--- config.mk ---
export PLATFORM = sky130hd
export DESIGN_NAME = bounded_priority_queue_core
export DESIGN_NICKNAME = d
export VERILOG_FILES = /design/src/bpq_pkg.sv /design/src/bounded_priority_queue_core.sv /design/src/bpq_cell.sv
export SDC_FILE = /design/constraint.sdc
export NUM_CORES = 2
export LEC_CHECK = 0
export ABC_AREA = 0
export BUFFER_PORTS_ARGS = -buffer_cell sky130_fd_sc_hd__clkbuf_2
export CAP_MARGIN = 5
export CORE_MARGIN = 2
export CORE_UTILIZATION = 45
export CTS_CLUSTER_DIAMETER = 30
export DETAILED_ROUTE_END_ITERATION = 10
export SKIP_CTS_REPAIR_TIMING = 1
export SLEW_MARGIN = 15
export SYNTH_ARGS = -nofsm -noshare
export SYNTH_HDL_FRONTEND = slang
export SYNTH_HIERARCHICAL = 1
export SYNTH_SLANG_ARGS = --single-unit
--- constraint.sdc ---
create_clock -name i_clk -period 11.15 [get_ports i_clk]
set_input_delay 0.5575 -clock i_clk [delete_from_list [all_inputs] [get_ports i_clk]]
set_output_delay 0.5575 -clock i_clk [all_outputs]
set_load 0.005 [all_outputs]
--- src/bpq_pkg.sv ---
`default_nettype none
package bpq_pkg;

    typedef enum logic [1:0] {
        OP_INSERT_SORTED = 2'd0,
        OP_APPEND        = 2'd1,
        OP_REMOVE_FRONT  = 2'd2,
        OP_REMOVE_MIN    = 2'd3
    } t_op;

    typedef enum logic [1:0] {
        STS_DONE  = 2'd0,
        STS_FULL  = 2'd1,
        STS_EMPTY = 2'd2
    } t_status;

    typedef enum logic {
        S_IDLE = 1'b0,
        S_SCAN = 1'b1
    } t_state;

    typedef enum logic [1:0] {
        CELL_HOLD   = 2'd0,
        CELL_SORTED = 2'd1,
        CELL_APPEND = 2'd2,
        CELL_REMOVE = 2'd3
    } t_cell_op;

    typedef struct packed {
        t_op                operation;
        logic signed [31:0] value;
    } t_in_item;

    typedef struct packed {
        t_status            status;
        logic signed [31:0] removed_value;
        logic [3:0]         removed_position;
        logic [4:0]         occupancy;
    } t_out_item;

    typedef struct packed {
        t_cell_op           op;
        logic signed [31:0] value;
    } t_cell_ctl;

    typedef struct packed {
        logic               valid;
        logic               none;
        logic signed [31:0] value;
    } t_tok;

    localparam int unsigned CAP_W         = 5;
    localparam logic [4:0]  CAPACITY_RST  = 5'd16;
    localparam logic        REG_CAPACITY  = 1'b0;

endpackage
`default_nettype wire

--- src/bounded_priority_queue_core.sv ---
`default_nettype none
// Channel   Direction  Handshake                        Payload
// in        input      i_in_valid / o_in_ready          i_in_item  (t_in_item)
// out       output     o_out_valid / i_out_ready        o_out_item (t_out_item)
// config    input      psel, penable, pwrite, pready    paddr, pwdata, prdata
//
// Insert, append and remove-front results are registered; each shows in the cycle after the item is accepted.
// Remove-min: the running minimum walks the cell chain, one cell per cycle, and
// the removal then closes the gap.
// One item is in flight at a time; a waiting result holds until it is taken.
// Reset clears the entry count and sets capacity to 16; entry contents are not reset.
module bounded_priority_queue_core #(
    parameter int unsigned DEPTH = 16
) (
    input  wire logic                  i_clk,
    input  wire logic                  i_rst_n,
    input  wire logic                  i_in_valid,
    output logic                       o_in_ready,
    input  wire bpq_pkg::t_in_item     i_in_item,
    output logic                       o_out_valid,
    input  wire logic                  i_out_ready,
    output bpq_pkg::t_out_item         o_out_item,
    input  wire logic                  psel,
    input  wire logic                  penable,
    input  wire logic                  pwrite,
    input  wire logic [2:0]            paddr,
    input  wire logic [31:0]           pwdata,
    output logic [31:0]                prdata,
    output logic                       pready
);
    import bpq_pkg::*;

    localparam int unsigned IW = $clog2(DEPTH);
    localparam int unsigned CW = $clog2(DEPTH + 1);
    localparam int unsigned WW = (CW > CAP_W) ? CW : CAP_W;
    localparam int unsigned PW = (IW > 4) ? IW : 4;

    t_state             r_state;
    t_state             n_state;
    logic [CW-1:0]      r_count;
    logic [CW-1:0]      n_count;
    logic [4:0]         r_capacity;
    logic               r_out_valid;
    t_out_item          r_out_item;
    t_out_item          n_out_item;
    logic               out_load;

    t_cell_ctl          cell_ctl;
    logic [IW-1:0]      cell_pos;
    t_tok               tok_start;

    logic signed [31:0] w_entry   [DEPTH];
    logic               w_s       [DEPTH];
    t_tok               w_tok     [DEPTH];
    logic [IW-1:0]      w_tok_idx [DEPTH];

    logic               accept;
    logic               is_insert;
    logic               full;
    logic               empty;
    logic               scan_done;
    logic [WW-1:0]      count_ext;
    logic [WW-1:0]      cap_ext;
    logic [WW-1:0]      occ_ext;
    logic [PW-1:0]      pos_ext;

    assign pready = 1'b1;
    assign prdata = (paddr[2] == REG_CAPACITY) ? {27'd0, r_capacity} : 32'd0;

    assign o_in_ready  = (r_state == S_IDLE) && (!r_out_valid || i_out_ready);
    assign accept      = i_in_valid && o_in_ready;
    assign is_insert   = (i_in_item.operation == OP_INSERT_SORTED)
                      || (i_in_item.operation == OP_APPEND);
    assign count_ext   = WW'(r_count);
    assign cap_ext     = WW'(r_capacity);
    assign full        = (r_count >= CW'(DEPTH)) || (count_ext >= cap_ext);
    assign empty       = (r_count == '0);
    assign scan_done   = w_tok[DEPTH-1].valid;

    always_comb begin
        n_state = r_state;
        case (r_state)
            S_IDLE: begin
                if (accept && (i_in_item.operation == OP_REMOVE_MIN) && !empty) begin
                    n_state = S_SCAN;
                end
            end
            S_SCAN: begin
                if (scan_done) begin
                    n_state = S_IDLE;
                end
            end
            default: begin
                n_state = S_IDLE;
            end
        endcase
    end

    always_comb begin
        cell_ctl.op    = CELL_HOLD;
        cell_ctl.value = i_in_item.value;
        cell_pos       = '0;
        tok_start.valid = 1'b0;
        tok_start.none  = 1'b1;
        tok_start.value = '0;
        n_count        = r_count;
        out_load       = 1'b0;
        n_out_item.status           = STS_DONE;
        n_out_item.removed_value    = '0;
        n_out_item.removed_position = '0;
        n_out_item.occupancy        = '0;
        pos_ext        = '0;
        case (r_state)
            S_IDLE: begin
                if (accept) begin
                    out_load = 1'b1;
                    if (is_insert) begin
                        if (full) begin
                            n_out_item.status = STS_FULL;
                        end else begin
                            cell_ctl.op = (i_in_item.operation == OP_APPEND) ?
                                          CELL_APPEND : CELL_SORTED;
                            cell_pos    = r_count[IW-1:0];
                            n_count     = r_count + CW'(1);
                        end
                    end else if (empty) begin
                        n_out_item.status = STS_EMPTY;
                    end else if (i_in_item.operation == OP_REMOVE_FRONT) begin
                        cell_ctl.op = CELL_REMOVE;
                        cell_pos    = '0;
                        n_count     = r_count - CW'(1);
                        n_out_item.removed_value = w_entry[0];
                    end else begin
                        out_load        = 1'b0;
                        tok_start.valid = 1'b1;
                    end
                end
            end
            S_SCAN: begin
                if (scan_done) begin
                    out_load    = 1'b1;
                    cell_ctl.op = CELL_REMOVE;
                    cell_pos    = w_tok_idx[DEPTH-1];
                    n_count     = r_count - CW'(1);
                    pos_ext     = PW'(w_tok_idx[DEPTH-1]);
                    n_out_item.removed_value    = w_tok[DEPTH-1].value;
                    n_out_item.removed_position = pos_ext[3:0];
                end
            end
            default: begin
                out_load = 1'b0;
            end
        endcase
        occ_ext = WW'(n_count);
        n_out_item.occupancy = occ_ext[4:0];
    end

    genvar gi;
    generate
        for (gi = 0; gi < DEPTH; gi++) begin : g_cell
            logic signed [31:0] left_entry;
            logic signed [31:0] right_entry;
            logic               s_left;
            logic               s_right;
            t_tok               tok_in;
            logic [IW-1:0]      tok_idx_in;

            if (gi == 0) begin : g_first
                assign left_entry = i_in_item.value;
                assign s_left     = 1'b1;
                assign tok_in     = tok_start;
                assign tok_idx_in = '0;
            end else begin : g_mid
                assign left_entry = w_entry[gi-1];
                assign s_left     = w_s[gi-1];
                assign tok_in     = w_tok[gi-1];
                assign tok_idx_in = w_tok_idx[gi-1];
            end

            if (gi == DEPTH - 1) begin : g_last
                assign right_entry = w_entry[gi];
                assign s_right     = 1'b0;
            end else begin : g_inner
                assign right_entry = w_entry[gi+1];
                assign s_right     = w_s[gi+1];
            end

            bpq_cell #(
                .DEPTH (DEPTH),
                .IDX   (gi)
            ) u_cell (
                .i_clk         (i_clk),
                .i_rst_n       (i_rst_n),
                .i_ctl         (cell_ctl),
                .i_pos         (cell_pos),
                .i_count       (r_count),
                .i_left_entry  (left_entry),
                .i_right_entry (right_entry),
                .i_s_left      (s_left),
                .i_s_right     (s_right),
                .o_s           (w_s[gi]),
                .o_entry       (w_entry[gi]),
                .i_tok         (tok_in),
                .i_tok_idx     (tok_idx_in),
                .o_tok         (w_tok[gi]),
                .o_tok_idx     (w_tok_idx[gi])
            );
        end
    endgenerate

    always_ff @(posedge i_clk) begin
        if (out_load) begin
            r_out_item <= n_out_item;
        end
        if (!i_rst_n) begin
            r_state     <= S_IDLE;
            r_count     <= '0;
            r_capacity  <= CAPACITY_RST;
            r_out_valid <= 1'b0;
        end else begin
            r_state <= n_state;
            r_count <= n_count;
            if (psel && penable && pwrite && (paddr[2] == REG_CAPACITY)) begin
                r_capacity <= pwdata[4:0];
            end
            if (out_load) begin
                r_out_valid <= 1'b1;
            end else if (i_out_ready) begin
                r_out_valid <= 1'b0;
            end
        end
    end

    assign o_out_valid = r_out_valid;
    assign o_out_item  = r_out_item;

endmodule
`default_nettype wire

--- src/bpq_cell.sv ---
`default_nettype none
module bpq_cell #(
    parameter int unsigned DEPTH = 16,
    parameter int unsigned IDX   = 0
) (
    input  wire logic                           i_clk,
    input  wire logic                           i_rst_n,
    input  wire bpq_pkg::t_cell_ctl             i_ctl,
    input  wire logic [$clog2(DEPTH)-1:0]       i_pos,
    input  wire logic [$clog2(DEPTH+1)-1:0]     i_count,
    input  wire logic signed [31:0]             i_left_entry,
    input  wire logic signed [31:0]             i_right_entry,
    input  wire logic                           i_s_left,
    input  wire logic                           i_s_right,
    output logic                                o_s,
    output logic signed [31:0]                  o_entry,
    input  wire bpq_pkg::t_tok                  i_tok,
    input  wire logic [$clog2(DEPTH)-1:0]       i_tok_idx,
    output bpq_pkg::t_tok                       o_tok,
    output logic [$clog2(DEPTH)-1:0]            o_tok_idx
);
    import bpq_pkg::*;

    localparam int unsigned IW = $clog2(DEPTH);
    localparam int unsigned CW = $clog2(DEPTH + 1);
    localparam logic [IW-1:0] MY_POS = IW'(IDX);
    localparam logic [CW-1:0] MY_CNT = CW'(IDX);

    logic signed [31:0] r_entry;
    logic signed [31:0] n_entry;
    t_tok               r_tok;
    t_tok               n_tok;
    logic [IW-1:0]      r_tok_idx;
    logic [IW-1:0]      n_tok_idx;
    logic               live;
    logic               le;
    logic               take;

    assign live    = MY_CNT < i_count;
    assign le      = live && (r_entry <= i_ctl.value);
    assign o_s     = le | i_s_right;
    assign o_entry = r_entry;

    always_comb begin
        n_entry = r_entry;
        case (i_ctl.op)
            CELL_SORTED: begin
                if (!i_s_left) begin
                    n_entry = i_left_entry;
                end else if (!o_s) begin
                    n_entry = i_ctl.value;
                end
            end
            CELL_APPEND: begin
                if (MY_POS == i_pos) begin
                    n_entry = i_ctl.value;
                end
            end
            CELL_REMOVE: begin
                if (MY_POS >= i_pos) begin
                    n_entry = i_right_entry;
                end
            end
            default: begin
                n_entry = r_entry;
            end
        endcase
    end

    // take own entry if it beats the candidate handed in from the left
    assign take = i_tok.valid && live && (i_tok.none || (r_entry < i_tok.value));

    always_comb begin
        n_tok.valid = i_tok.valid;
        n_tok.none  = i_tok.none && !take;
        n_tok.value = take ? r_entry : i_tok.value;
        n_tok_idx   = take ? MY_POS : i_tok_idx;
    end

    always_ff @(posedge i_clk) begin
        r_entry   <= n_entry;
        r_tok.none  <= n_tok.none;
        r_tok.value <= n_tok.value;
        r_tok_idx <= n_tok_idx;
        if (!i_rst_n) begin
            r_tok.valid <= 1'b0;
        end else begin
            r_tok.valid <= n_tok.valid;
        end
    end

    assign o_tok     = r_tok;
    assign o_tok_idx = r_tok_idx;

endmodule
`default_nettype wire
==> reports/results.ini <==
[route]
post_drt_via_cell_ratio = 6.20
drc = 0
first_pass_iters = 7
wl_um = 336000
detailroute.via_count = 76000
wl_per_cell_um = 27.4
drtIter0Drc = 7875
antenna_left = 0

[synth]
syn_inst = 9180
syn-cell-area_um2 = 86200
yosysWarnings = 6
syn_area_per_cell_um2 = 9.40

[floorplanning]
boundaryPins = 154
dieHeight_um = 442
core-area_um2 = 190000
start_util_pct = 45.3
dieWidth_um = 442
die_area_um2 = 195000
rows = 160

[grt]
grt_pass1_wl_um = 488000
antenna_found_initial = 18
grt_use_total_pct = 33.0
grt_pass1_vias = 73300
grt_max_degree = 140
grt_overflow = 0

[pwr]
power.density_nw_per_um2 = 209
leakagePower_uw = 0.0454
power_uw = 21400
irDropWorstVdd_v = 0.000130

[placement]
io_buffers = 96
hpwlAfterDp_um = 243000
dp.cells = 11600
gp_congestion = 0.944

[sta]
fin_crit_ns = 10.50
timing.fmax_mhz = 95.3
tightest_slew_ns = 1.22
fin_worst_skew_ns = 0.0553
max_slew_margin_pct = 17.8
finalCritPeriodShare_pct = 94.1
setup_viol = 0
hold_violations = 0
hold_ws_ns = 0.0235
rsz0062_at_grt = no
tns_ns = 0
slew_violations = 0

[worst_setup_path]
max_stage_delay_ns = 0.58
timing.rr.start = g_cell[15].u_cell/o_entry[13]
crit_type = register to register
r2r_cells = 54
rr_endpoint = g_cell[1].u_cell/o_entry[16]
crit_fanout = 6
slowest_stage = or4_4
crit_top_cell = buf_4
start_kind = register
rrSetupSlack_ns = 0.65
cp.required_ns = 11.78
critPathArrivalTime_ns = 11.13
worst_setup_path_end_kind = register

[layout]
drive_gt1_share_pct = 14.9
fin_cells = 12300
fin_nets = 10600
final_common_cell = inv_1
layout_common_cells = 1116 x inv_1, 1015 x ha_1, 819 x a21oi_1
area_delta_synth_final_pct = 18.4
post-route-util_pct = 53.6

[worst_hold_path]
hold_end = o_out_valid
hold_path.class = input port to register
min_from = i_out_ready
worstHoldPathCells = 4

[cts]
clock_latency_ns = 0.94
htree_levels = 5
cts_tree = yes
clk_pin_slew_ns = 0.04
cts-root-buf = clkbuf_16
cts_buffer_depth = 4
cts_sinks = 1174
cts_made_buffers = 335

[job]
drv_cap = 0

[outcome]
outcome = complete, no violations

-- critical path: cells and delay by family, from the launching register on --
| family | cells | cell delay, ns |
|---|---|---|
| and+or+nand+nor | 9 | 1.92 |
| adders and majority gates | 1 | 0.35 |
| DFF | 1 | 0.49 |
| buffers and inverters | 12 | 1.80 |
| AOI/OAI and AO/OA | 32 | 5.60 |
-- layout make-up --
cell class,instances,area (um^2)
Sequential cell,1174,29100
Inverter,1117,4190
Antenna cell,6,15.0
Timing Repair Buffer,388,2890
Fill cell,17000,88300
Tap cell,2511,3140
Multi-Input combinational cell,6459,51300
Clock buffer,428,9490
Clock inverter,172,2050
-- state kept, by name, summed over array words and instances, names as in the netlist --
signal	cells
g_cell.u_cell/o_entry	512
g_cell.u_cell/o_tok_idx	64
cap_ext	5
r_state	1
count_ext	5
o_out_item	43
o_out_valid	1
g_cell.u_cell/o_tok	543
-- routing by layer --
layer  up-vias  GRT usage [%]  share of wire [%]
met5         -              0              0.022
li1      34300              -                  -
met3       949           6.11                8.1
met2      3582           52.3                 45
met1     37100           42.7                 41
met4        10           17.8                5.8
-- power by group --
part	total [uW]	internal (uW)	switching, uW	leakage [uW]
Clock	9800	6910	2900	0.00563
Combinational	5190	2180	3010	0.0294
Sequential	6400	5420	971	0.0104
-- how the worst max path moves through the flow --
stage                                       start                      endpoint  cells after the start
finish              g_cell[15].u_cell/o_entry[13]  g_cell[1].u_cell/o_entry[16]                     54
global route         g_cell[15].u_cell/o_entry[1]  g_cell[1].u_cell/o_entry[16]                     56
CTS                 g_cell[15].u_cell/o_entry[31]  g_cell[1].u_cell/o_entry[11]                     55
detailed placement                  i_in_item[31]   g_cell[1].u_cell/o_entry[5]                     57
global placement                    i_in_item[31]   g_cell[1].u_cell/o_entry[5]                     57
floorplan                           i_in_item[31]   g_cell[0].u_cell/o_entry[0]                     47
-- per-stage QoR --
step                instance area [um^2]  setup WS, ns
floorplan                          86600         0.322
global placement                   90400        -0.449
detailed placement                 90400        -0.480
CTS                               102000       -0.0977
global route                      102000       0.00907
finish                            102000         0.652
Power figures use the tool's default switching activity.
